`src/hdl/assert_macros.svh`:
```
// assertion macros used by the rtl top level
`ifndef ASSERT_MACROS_SVH
`define ASSERT_MACROS_SVH

// implication checked on every rising edge of aclk, off while in reset
`define TODC_ASSERT_IMPL(lbl, ante, cons, msg) \
    lbl: assert property (@(posedge aclk) disable iff (!aresetn) (ante) |-> (cons)) \
        else $error(msg);

// condition that must never be seen on a rising edge of aclk outside reset
`define TODC_ASSERT_NEVER(lbl, cond, msg) \
    lbl: assert property (@(posedge aclk) disable iff (!aresetn) !(cond)) \
        else $error(msg);

`endif

```
`src/hdl/todc_pkg.sv`:
```
// types, constants and digit helpers for the time-of-day counter
package todc_pkg;

    // operation codes on the input tuser
    localparam logic [1:0] FUNC_LOAD = 2'd0;
    localparam logic [1:0] FUNC_UP   = 2'd1;
    localparam logic [1:0] FUNC_DOWN = 2'd2;

    // widths of the stream payloads
    localparam int unsigned S_TDATA_W = 24;
    localparam int unsigned S_TUSER_W = 2;
    localparam int unsigned M_TDATA_W = 88;
    localparam int unsigned TEXT_W    = 64;

    // wrap limits of the counter fields
    localparam logic [5:0] SEC_MAX   = 6'd59;
    localparam logic [5:0] MIN_MAX   = 6'd59;
    localparam logic [4:0] HOUR_MAX  = 5'd23;
    localparam logic [4:0] HALF_DAY  = 5'd12;

    // acceptance limits for a load
    localparam logic [7:0] LOAD_HOUR_LIMIT  = 8'd24;
    localparam logic [7:0] LOAD_MINSEC_LIMIT = 8'd60;

    localparam logic [7:0] ASCII_ZERO  = 8'h30;
    localparam logic [7:0] ASCII_COLON = 8'h3a;

    typedef struct packed {
        logic [4:0] hour;
        logic [5:0] minute;
        logic [5:0] second;
    } tod_t;

    // two ascii digits of a value below 64, tens character in the upper byte
    function automatic logic [15:0] ascii_pair(input logic [5:0] v);
        logic [2:0] tens;
        logic [5:0] ones;
        if (v >= 6'd60) begin
            tens = 3'd6;
        end else if (v >= 6'd50) begin
            tens = 3'd5;
        end else if (v >= 6'd40) begin
            tens = 3'd4;
        end else if (v >= 6'd30) begin
            tens = 3'd3;
        end else if (v >= 6'd20) begin
            tens = 3'd2;
        end else if (v >= 6'd10) begin
            tens = 3'd1;
        end else begin
            tens = 3'd0;
        end
        // tens * 10 as tens * 8 + tens * 2
        ones = v - ({3'b000, tens} << 3) - ({3'b000, tens} << 1);
        return {ASCII_ZERO + {5'b00000, tens}, ASCII_ZERO + {4'b0000, ones[3:0]}};
    endfunction

    // full HH:MM:SS text, first character in the top byte
    function automatic logic [63:0] tod_text(input tod_t t);
        return {ascii_pair({1'b0, t.hour}), ASCII_COLON,
                ascii_pair(t.minute), ASCII_COLON,
                ascii_pair(t.second)};
    endfunction

endpackage

```
`src/hdl/time_of_day_up_down_counter_top.sv`:
```
// top level of the time-of-day up/down counter
// Keeps hours, minutes and seconds and reports them after every input beat,
// together with the eight ascii characters HH:MM:SS. Each input beat loads
// the time (each field only if in range, hours below 24 in either mode),
// steps it forward one second or steps it back one second; the spare
// operation code leaves the time as it is and still reports it. One
// result beat comes out for every input beat: an accepted beat waits in the
// input register, then moves into the result register, where the time
// counters and the text are written together. A new beat is taken every
// cycle while m_tready is high, and one more beat is held in the input
// register while a result waits. The mode bit on the cfg channel picks the
// hour wrap (0: 0..23, 1: 1..12) and takes effect on the next step;
// cfg_ready is always high.
`include "assert_macros.svh"

module time_of_day_up_down_counter_top (
    input  logic                              aclk,
    input  logic                              aresetn,
    // input stream
    input  logic                              s_tvalid,
    output logic                              s_tready,
    // load_hour[7:0], load_minute[15:8], load_second[23:16]
    input  logic [todc_pkg::S_TDATA_W-1:0]    s_tdata,
    // func[1:0]
    input  logic [todc_pkg::S_TUSER_W-1:0]    s_tuser,
    // result stream
    output logic                              m_tvalid,
    input  logic                              m_tready,
    // hour_now[4:0], minute_now[10:5], second_now[16:11],
    // display_text[80:17], zero fill [87:81]
    output logic [todc_pkg::M_TDATA_W-1:0]    m_tdata,
    // configuration: twelve_hour_mode in bit 0
    input  logic                              cfg_valid,
    output logic                              cfg_ready,
    input  logic                              cfg_data
);
    import todc_pkg::*;

    // input register
    logic       in_valid_reg;
    logic [1:0] in_func_reg;
    logic [7:0] in_hour_reg;
    logic [7:0] in_minute_reg;
    logic [7:0] in_second_reg;

    // time state doubles as the result register, text alongside it
    tod_t              tod_reg;
    tod_t              tod_next;
    logic [TEXT_W-1:0] text_reg;
    logic              out_valid_reg;

    logic mode_reg;   // 1: twelve-hour wrap
    logic advance;    // input register moves into the result register
    logic [4:0] hour_inc;

    // result register free, or being emptied this cycle
    assign advance   = in_valid_reg && (!out_valid_reg || m_tready);
    assign s_tready  = !in_valid_reg || advance;
    assign cfg_ready = 1'b1;

    assign hour_inc = tod_reg.hour + 5'd1;

    // one step of the counter
    always_comb begin
        tod_next = tod_reg;
        unique case (in_func_reg)
            FUNC_LOAD: begin
                // each field loaded on its own, out-of-range fields kept
                if (in_hour_reg < LOAD_HOUR_LIMIT) begin
                    tod_next.hour = in_hour_reg[4:0];
                end
                if (in_minute_reg < LOAD_MINSEC_LIMIT) begin
                    tod_next.minute = in_minute_reg[5:0];
                end
                if (in_second_reg < LOAD_MINSEC_LIMIT) begin
                    tod_next.second = in_second_reg[5:0];
                end
            end
            FUNC_UP: begin
                if (tod_reg.second < SEC_MAX) begin
                    tod_next.second = tod_reg.second + 6'd1;
                end else begin
                    tod_next.second = 6'd0;
                    if (tod_reg.minute < MIN_MAX) begin
                        tod_next.minute = tod_reg.minute + 6'd1;
                    end else begin
                        tod_next.minute = 6'd0;
                        // hour carry, wrap depends on mode
                        if (mode_reg) begin
                            tod_next.hour = (hour_inc > HALF_DAY) ? 5'd1 : hour_inc;
                        end else begin
                            tod_next.hour = (hour_inc > HOUR_MAX) ? 5'd0 : hour_inc;
                        end
                    end
                end
            end
            FUNC_DOWN: begin
                if (tod_reg.second != 6'd0) begin
                    tod_next.second = tod_reg.second - 6'd1;
                end else begin
                    tod_next.second = SEC_MAX;
                    if (tod_reg.minute != 6'd0) begin
                        tod_next.minute = tod_reg.minute - 6'd1;
                    end else begin
                        tod_next.minute = MIN_MAX;
                        // hour borrow, wrap depends on mode
                        if (mode_reg) begin
                            tod_next.hour = (tod_reg.hour <= 5'd1) ? HALF_DAY
                                                                   : tod_reg.hour - 5'd1;
                        end else begin
                            tod_next.hour = (tod_reg.hour == 5'd0) ? HOUR_MAX
                                                                   : tod_reg.hour - 5'd1;
                        end
                    end
                end
            end
            default: begin
                // spare code: time unchanged
                tod_next = tod_reg;
            end
        endcase
    end

    // control registers
    always_ff @(posedge aclk) begin
        if (!aresetn) begin
            in_valid_reg  <= 1'b0;
            out_valid_reg <= 1'b0;
            mode_reg      <= 1'b0;
            tod_reg       <= '0;
        end else begin
            if (s_tvalid && s_tready) begin
                in_valid_reg <= 1'b1;
            end else if (advance) begin
                in_valid_reg <= 1'b0;
            end
            if (advance) begin
                out_valid_reg <= 1'b1;
                tod_reg       <= tod_next;
            end else if (m_tready) begin
                out_valid_reg <= 1'b0;
            end
            if (cfg_valid && cfg_ready) begin
                mode_reg <= cfg_data;
            end
        end
    end

    // payload registers
    always_ff @(posedge aclk) begin
        if (s_tvalid && s_tready) begin
            in_func_reg   <= s_tuser;
            in_hour_reg   <= s_tdata[7:0];
            in_minute_reg <= s_tdata[15:8];
            in_second_reg <= s_tdata[23:16];
        end
        if (advance) begin
            text_reg <= tod_text(tod_next);
        end
    end

    assign m_tvalid = out_valid_reg;
    assign m_tdata  = {7'b0000000, text_reg, tod_reg.second, tod_reg.minute, tod_reg.hour};

    // minutes and seconds never leave their range
    `TODC_ASSERT_NEVER(a_min_sec_range,
        (tod_reg.minute > MIN_MAX) || (tod_reg.second > SEC_MAX),
        "minute or second counter out of range")
    // hours never leave the 24-hour range, whatever the mode
    `TODC_ASSERT_NEVER(a_hour_range, tod_reg.hour > HOUR_MAX,
        "hour counter out of range")
    // a held input beat means the result side is stalled
    `TODC_ASSERT_IMPL(a_stall_cause, in_valid_reg && !advance,
        out_valid_reg && !m_tready, "input register held without output stall")
    // the time only changes when a new result beat is loaded
    `TODC_ASSERT_IMPL(a_time_with_result, !$past(advance) && $past(aresetn),
        $stable(tod_reg), "time changed without a result beat")

endmodule

```
`config.mk`:
```
export PLATFORM = sky130hd
export DESIGN_NAME = time_of_day_up_down_counter_top
export DESIGN_NICKNAME = d
export VERILOG_FILES = /design/src/hdl/todc_pkg.sv /design/src/hdl/time_of_day_up_down_counter_top.sv
export VERILOG_INCLUDE_DIRS = /design/src /design/src/hdl
export SDC_FILE = /design/constraint.sdc
export NUM_CORES = 1
export LEC_CHECK = 0
export BUFFER_PORTS_ARGS = -buffer_cell sky130_fd_sc_hd__buf_4
export CELL_PAD_IN_SITES_DETAIL_PLACEMENT = 1
export CELL_PAD_IN_SITES_GLOBAL_PLACEMENT = 2
export CORE_MARGIN = 5
export CORE_UTILIZATION = 32
export DETAILED_ROUTE_END_ITERATION = 8
export MAX_ROUTING_LAYER = met4
export PLACE_DENSITY = 0.81
export SYNTH_ARGS = -nofsm -noshare
export SYNTH_HDL_FRONTEND = slang
export SYNTH_SLANG_ARGS = --single-unit
```
`constraint.sdc`:
```
create_clock -name aclk -period 4 [get_ports aclk]
set_input_delay 1 -clock aclk [delete_from_list [all_inputs] [get_ports aclk]]
set_output_delay 1 -clock aclk [all_outputs]
set_load 0.05 [all_outputs]
```
# Word-level counts from Yosys, hierarchy flattened
# Index checks and enable logic that the tools add are counted.
# classes
add_sub_neg	18
order_cmp	26
n_eq_ne	2
n_mux	43
reduce_logical	12
# ops
cell	n
$pmux 17 s3	1
$mux 5	9
$ge 6x6->1 const B	6
$mux 3	12
$mux 6	6
$ge 6x5->1 const B	4
$sub 4x4->4	6
$mux 11	2
$add 6x3->7 const A	3
$add 6x4->7 const A	3
$ge 5x6->1 const B	3
$lt 8x6->1 const B	2
$add 6x1->6 const B	2
$ge 6x4->1 const B	2
$lt 6x6->1 const B	2
$mux 2	6
$reduce_bool 6->1	2
$sub 6x1->6 const B	2
$ge 5x5->1 const B	2
$lt 8x5->1 const B	1
$mux 1	7
$add 5x1->5 const B	1
$ge 5x4->1 const B	1
$gt 5x4->1 const B	1
other kinds (11)	15
# totals
ff_bits	94
in_bits	32
output_inout_bits	91
elab_cells	112

# Logic depth before layout (Yosys ltp)
# Gate-level depths: netlist of run 1.
# depth
ltp_word	18
depth_mapped	17
depth_no_buf	15

# Worst setup path before layout of run 1
# Ideal clock, no wire load.
# synth_path
kind	flip-flop to flip-flop
from	register tod_reg (netlist bit m_tdata[0])
to	register text_reg[51], data pin
setup_time_ns	0.270
arrival_time_ns	3.451
t_required_ns	3.730
slack_ns	0.279
path_stages_with_launch	17
n_path_buf	1
synth_period_minus_slack_ns	3.721
path_cell_list	dfxtp_1 buf_2 inv_1 ha_1 nor3b_1 a21oi_1 o22ai_1 a221oi_1 nand2_1 o2111a_1 nor2b_1 nor2_1 ha_1 inv_1 and3_1 o32ai_1 xor2_1
# synth_between
elab_chain_len	18
elab_cells_between_ends	34
classes_between	add/sub (5); order compare (9); mux (19); reduce/logical (1)
# synth_lines
element	line	source
from (decl)	time_of_day_up_down_counter_top.sv:47	tod_t tod_reg;
from (signal assigned)	time_of_day_up_down_counter_top.sv:139	tod_reg <= tod_next;
$add 5x1->5	time_of_day_up_down_counter_top.sv:61	assign hour_inc = tod_reg.hour + 5'd1;
$gt 5x5->1 or $gt 5x4->1 (tied branches)	time_of_day_up_down_counter_top.sv:92, time_of_day_up_down_counter_top.sv:90	
$mux 5 (on tied branches)	time_of_day_up_down_counter_top.sv:92, time_of_day_up_down_counter_top.sv:90	
$mux 5	time_of_day_up_down_counter_top.sv:89	if (mode_reg) begin
$mux 5	time_of_day_up_down_counter_top.sv:84	if (tod_reg.minute < MIN_MAX) begin
$mux 11	time_of_day_up_down_counter_top.sv:80	if (tod_reg.second < SEC_MAX) begin
$pmux 17 s3 *	time_of_day_up_down_counter_top.sv:66	unique case (in_func_reg)
$ge 5x4->1	todc_pkg.sv:48	end else if (v >= 6'd10) begin
(+2 left out)	-	
$mux 2	todc_pkg.sv:44	end else if (v >= 6'd30) begin
$mux 3	todc_pkg.sv:42	end else if (v >= 6'd40) begin
$mux 3	todc_pkg.sv:40	end else if (v >= 6'd50) begin
$mux 3	todc_pkg.sv:38	if (v >= 6'd60) begin
$mux 3	time_of_day_up_down_counter_top.sv:157	if (advance) begin
$sub 4x4->4	todc_pkg.sv:54	ones = v - ({3'b000, tens} << 3) - ({3'b000, tens} << 1);
$sub 4x4->4 *	todc_pkg.sv:54	
$add 6x4->7 *	todc_pkg.sv:55	return {ASCII_ZERO + {5'b00000, tens}, ASCII_ZERO + {4'b0000, ones[3:0]}};
to (signal assigned)	time_of_day_up_down_counter_top.sv:158	text_reg <= tod_text(tod_next);
to (decl)	time_of_day_up_down_counter_top.sv:49	logic [TEXT_W-1:0] text_reg;
# Mark *: on every way between the ends. The rest lies on a longest branch, timed or not. The select of a mux whose other input is x is not followed.
# A chain may end at the register's enable or synchronous reset.

# Worst setup path after layout of run 1
# Ends and elaborated chain as after synthesis.

==> results.yml, run 1 <==
sta:
  skew_ps: 3.58
  rsz0062_at_grt: "no"
  finalMaxSlewViolations: 0
  fin_crit_ps: 3640
  final.setup.tns_ps: 0
  fmax_ghz: 0.275
  worst_slew_pin_slew_ps: 1060
  finalSetupViolations: 0
  slew_headroom_pct: 29.2
  setup_ws_ps: 358
  fin_crit_sh_pct: 91.1
  final-hold-violation-count: 0
clocking:
  clkSinkCount: 66
  clock_path_buffers: 2
  clock_latency_ps: 330
  root_buffer: "clkbuf_16"
  cts_tree: "built"
  cts_made_buffers: 9
  cts.clk_slew.worst_paths_ps: 50
  cts_max_level: 3
  holdBufCountCts: 0
grt:
  grt_pass1_wl_um: 23000
  grt_max_degree: 45
  antenna_found_initial: 0
  grt-ovfl-total: 0
  grt_usage_pct: 16.6
  grt_pass1_vias: 4143
yosys:
  yosysWarnings: 0
  synth.area.top_cells: "edfxtp_1 28%, buf_4 8.3%, dfxtp_1 8.2%"
  synthDistinctLibCells: 82
  synth_ff_type: "edfxtp_1"
  synth-async-reset-ratio_pct: 0
  synth.avg_cell_area_sq_um: 9.18
  yosys_register_bits: 66
  synth_edf_count: 46
  seq_area_frac_synth_pct: 36.5
  yosysTopAreaCellShare_pct: 28.3
  netlist_area_sq_um: 4880
  synth_cells: 532
  yosysTopAreaCell: "edfxtp_1"
critical_path:
  cp.arrival_ps: 3720
  crit_path_end_kind: "flop"
  crit_fanout: 9
  cp.required_ps: 4070
  critPathKind: "reg2reg"
  worstSetupStartpointType: "flop"
floorplan:
  pin_count: 123
  dieArea_sq_um: 17800
  die_w_um: 134
  die_h_um: 134
  core_sq_um: 15100
  num_rows: 45
  initial_core_util_pct: 32.4
routing:
  route.vias.total: 4151
  drt_first_pass_iters: 4
  antenna_left: 0
  post-route-drc-count: 0
  viasPerCell: 5.20
  wire_per_inst_um: 17.9
  drt-initial-drc-count: 229
  wl_um: 14300
cells_and_area:
  area_growth_syn_to_layout_pct: 18.9
  layout_commonest_cell: "buf_4"
  largest_register_ffs: 20
  drive_gt1_share_pct: 23.9
  nets: 659
  antenna_cells: 0
  mostFrequentLayoutCells: "91 x buf_4, 55 x nor2_1, 52 x conb_1, 46 x edfxtp_1, 30 x nand2_1"
place:
  post-dp-hpwl_um: 11100
  io_buffer_count: 70
  place.gp.congestion: 0.895
  place_worst_setup_slack_ps: 265
power:
  leakage_nw: 2.33
  ir_worst_vdd_mv: 0.283
  powerDensity_nw_per_um2: 442
run:
  cap_viol_max_count: 0
worst_hold_path:
  hold_class: "reg2reg"
run_status:
  status: "completed"
-- cell type report --
| type | count | area [sq um] |
|---|---|---|
| Inverter | 27 | 101 |
| Tap cell | 188 | 235 |
| Multi-Input combinational cell | 411 | 2680 |
| Sequential cell | 66 | 1780 |
| Clock inverter | 5 | 77.6 |
| Clock buffer | 11 | 243 |
| Fill cell | 1765 | 9290 |
| Timing Repair Buffer | 91 | 683 |
-- layer usage --
metal  global-route usage [%]  vias to the layer above  share of wire [%]
met4                     5.49                        0                2.5
met2                     24.0                      130                 42
met5                        -                        -                  0
li1                         -                     2006                  -
met3                     3.85                       20                5.4
met1                     22.8                     1995                 50
-- Yosys cell counts, types with 4 or more instances --
library cell and n:
clkbuf_1 15, mux2_2 4, o2111a_1 4, o21ai_1 5, dfxtp_1 20, o211ai_1 6, and2_1 5, nand4_1 6
and3_1 7, nand3_1 19, nor3_1 12, nand2b_1 5, edfxtp_1 46, xor2_1 4, a31oi_1 7, nand2_1 30
o2111ai_1 4, a211oi_1 12, inv_1 22, maj3_1 4, buf_2 6, xnor2_1 9, a21boi_0 5, ha_1 21
a21oi_1 27, buf_4 54, o21ai_0 16, nor2_1 55, nor2b_1 8
-- worst paths after layout --
kind         depth (start not counted)                       from  slack [ps]                      to
min reg2reg                          2  in_valid_reg$_SDFFE_PN0P_         520   m_tvalid$_SDFFE_PN0P_
max                                 15    m_tdata[0]$_SDFFE_PN0P_         360  text_reg[51]$_DFFE_PP_
min                                  2  in_valid_reg$_SDFFE_PN0P_         520   m_tvalid$_SDFFE_PN0P_
max reg2reg                         15    m_tdata[0]$_SDFFE_PN0P_         360  text_reg[51]$_DFFE_PP_
-- metrics by stage --
stage / util (%) / total power, W / hold WS, ps / instances / cell area, sq um
finish: 38.5 / 0.00256 / 524 / 799 / 5800
detailed placement: 36.3 / 0.00173 / 518 / 783 / 5470
CTS: 38.4 / 0.00259 / 531 / 799 / 5790
floorplan: - / 0.00154 / 487 / 582 / 5070
global route: 38.5 / 0.00270 / 563 / 799 / 5800
global placement: 36.3 / 0.00171 / 509 / 783 / 5470
-- worst max-delay path, cell delays in order (launching register included) --
cell and delay, ps:
dfxtp_1 490, inv_1 190, ha_1 380, nor3b_2 190, a21oi_1 170, o22ai_1 130, a221oi_2 370, nand2_1 80
o2111a_1 300, nor2b_1 170, nor2_1 150, ha_1 180, inv_1 60, and3_1 140, o32ai_1 260, xor2_1 100
-- what timing repair did --
item                                    in CTS  in global routing
buffers inserted                             0                  0
endpoints found under the setup margin       0                  1
gates resized for setup                      0                  3
-- power breakdown --
part / switching [W] / internal (W) / leakage (nW)
clock network: 0.000290 / 0.000560 / 0.156
logic: 0.000566 / 0.000283 / 1.57
registers: 0.0000527 / 0.000812 / 0.611
total: 0.000909 / 0.00166 / 2.33
-- cell families after synthesis --
logic type	Yosys count	synth area share, %
buffers and inverters	105	12.7
xor gates and xnor gates	14	2.66
and+or+nand+nor	183	20.0
muxes	6	1.33
DFF	66	36.5
other	2	0.154
AOI/OAI and AO/OA	130	20.3
adders and majority gates	26	6.43
Power figures use the tool's default switching activity.
==> run 2, diff against run 1 <==
Settings changed: CORE_ASPECT_RATIO set to 1.25, RECOVER_POWER set to 100.
==> run 2 against run 1 <==
  * The flow now finishes with violations (max-capacitance violations, max-slew violations)
  * Routed wire length grew 6.2%
  * Combinational power shrank 2.9%
  * Register-to-register slack lost 80 ps
  * First-iteration DRC count shrank 14%
  * Critical path depth shrank 2
==> results.yml, run 2 (synthesized netlist as in run 1, its figures left out) <==
clocking:
  clock_path_buffers: 2
  root_buffer: "clkbuf_16"
  cts_tree: "built"
  clkSinkCount: 66
  holdBufCountCts: 0
  clock_latency_ps: 330
  cts.clk_slew.worst_paths_ps: 60
  postCtsSetupRepairBufs: 0
  cts_made_buffers: 9
  postCtsResizedCells: 0
  cts_max_level: 3
sta:
  worst_slew_pin_slew_ps: 1520
  fin_crit_sh_pct: 93.0
  rsz0062_at_grt: "no"
  slew_headroom_pct: -1.52
  skew_ps: 11.6
  finalSetupViolations: 0
  finalMaxSlewViolations: 71
  fmax_ghz: 0.269
  final.setup.tns_ps: 0
  fin_crit_ps: 3720
  final-hold-violation-count: 0
place:
  io_buffer_count: 70
  post-dp-hpwl_um: 11800
  place.gp.congestion: 0.950
critical_path:
  slowest_stage: "dfxtp_1"
  cp.required_ps: 4070
  critPathKind: "reg2reg"
  cp_top_family: "compound AO/OA/AOI/OAI gates"
  crit_fanout: 8
  crit_chain: "inv_1 -> ha_1 -> nor3b_2 -> a21oi_1 -> o22ai_1 -> a221oi_2 -> nand3_1 -> a22oi_1 -> inv_1 -> maj3_1 -> o21ai_0 -> ha_1 -> xnor2_1"
  r2r_setup_slack_ps: 280
  r2r-start: "m_tdata[0]$_SDFFE_PN0P_"
  cp.arrival_ps: 3790
  crit_path_end_kind: "flop"
  slowest_delay_ps: 460
  r2r-end: "text_reg[50]$_DFFE_PP_"
  worstSetupStartpointType: "flop"
  critPathBufInv: 2
  reg2reg_depth: 13
cells_and_area:
  mostFrequentLayoutCells: "55 x nor2_1, 52 x conb_1, 46 x edfxtp_1, 43 x clkbuf_1, 31 x nand2_1"
  seqCellArea_sq_um: 1780
  antenna_cells: 0
  layout_commonest_cell: "nor2_1"
  drive_gt1_share_pct: 16.0
  nets: 659
  fillCellCount: 1782
  largest_register_ffs: 20
  area_growth_syn_to_layout_pct: 14.8
  multi_input_area_sq_um: 2670
run:
  cap_viol_max_count: 2
floorplan:
  core_sq_um: 15000
  dieArea_sq_um: 17800
  die_h_um: 148
  num_rows: 50
  pin_count: 123
  die_w_um: 120
  initial_core_util_pct: 32.5
power:
  p_switching_w: 0.000910
  switching_share_pct: 36.6
  combPwrFrac_pct: 33.2
  p_int_w: 0.00157
  p_total_w: 0.00248
  powerDensity_nw_per_um2: 443
  seqPwrFrac_pct: 34.5
  power_frac_clock_pct: 32.3
  leakage_nw: 2.16
  ir_worst_vdd_mv: 0.202
grt:
  grt_max_degree: 45
  grt_usage_pct: 17.3
  grt_pass1_vias: 4456
  grt_use_met1_pct: 18.0
  met3_usage_pct: 3.20
  met2_usage_pct: 32.1
  grt.busiest_layer: "met2"
  antenna_found_initial: 0
  grt-ovfl-total: 0
  grt_pass1_wl_um: 23800
run_status:
  failed_checks: "max-capacitance violations, max-slew violations"
  status: "finished, violations left"
worst_hold_path:
  holdPathEnd: "m_tvalid$_SDFFE_PN0P_"
  min_path_cells: 2
  hold_class: "reg2reg"
  hp-start: "in_valid_reg$_SDFFE_PN0P_"
routing:
  wire_per_inst_um: 19.2
  route.vias.total: 4247
  wl_um: 15200
  drt_first_pass_iters: 5
  viasPerCell: 5.36
  antenna_left: 0
  post-route-drc-count: 0
  drt-initial-drc-count: 196
-- run 2: worst max path at each step --
stage / start / endpoint / slack (ps) / cells after the start
after global placement: m_tdata[11]$_SDFFE_PN0P_ / text_reg[51]$_DFFE_PP_ / 450 / 16
final: m_tdata[0]$_SDFFE_PN0P_ / text_reg[50]$_DFFE_PP_ / 280 / 13
after floorplan: m_tdata[0]$_SDFFE_PN0P_ / text_reg[51]$_DFFE_PP_ / 280 / 16
after global routing: m_tdata[11]$_SDFFE_PN0P_ / text_reg[51]$_DFFE_PP_ / 20 / 16
after CTS: m_tdata[0]$_SDFFE_PN0P_ / text_reg[51]$_DFFE_PP_ / 240 / 15
after detailed placement: m_tdata[11]$_SDFFE_PN0P_ / text_reg[51]$_DFFE_PP_ / 240 / 13
-- run 2: final cells by class --
| class | instances | area share, % |
|---|---|---|
| clock buffer | 13 | 4.64 |
| clock inverter | 3 | 0.692 |
| inverter | 27 | 1.81 |
| multi-input combinational | 411 | 47.6 |
| sequential | 66 | 31.8 |
| tap | 182 | 4.06 |
| timing repair buffer | 91 | 9.44 |
-- run 2: routing by layer --
layer | wire (um) | part of all wire, %
met4 | 499 | 3.3
met3 | 495 | 3.3
met5 | 0 | 0
met1 | 5800 | 38
met2 | 8400 | 55
-- run 2: metrics by stage --
stage / instances / worst slack [ps] / hold slack [ps] / utilization, % / instance area (sq um)
3_5_place_dp: 777 / 239 / 527 / 36.4 / 5460
2_1_floorplan: 582 / 279 / 487 / - / 5070
3_3_place_gp: 777 / 455 / 501 / 36.4 / 5460
4_1_cts: 793 / 237 / 538 / 38.4 / 5760
5_1_grt: 793 / 21.2 / 577 / 37.4 / 5610
6_report: 793 / 279 / 531 / 37.4 / 5610
-- run 2: worst register-to-register path, cell delays in order (launching register included) --
cell and delay [ps]:
dfxtp_1 460, inv_1 170, ha_1 380, nor3b_2 200, a21oi_1 160, o22ai_1 130, a221oi_2 410, nand3_1 120
a22oi_1 400, inv_1 140, maj3_1 360, o21ai_0 250, ha_1 220, xnor2_1 70
-- run 2: power groups by stage --
| stage | Clock (W) | Sequential [W] | Combinational (W) |
|---|---|---|---|
| after floorplan | 0 | 0.000984 | 0.000560 |
| after global placement | 0 | 0.000871 | 0.000847 |
| after global routing | 0.000856 | 0.000865 | 0.000893 |
| final | 0.000801 | 0.000858 | 0.000824 |
| after detailed placement | 0 | 0.000872 | 0.000866 |
| after CTS | 0.000824 | 0.000859 | 0.000871 |
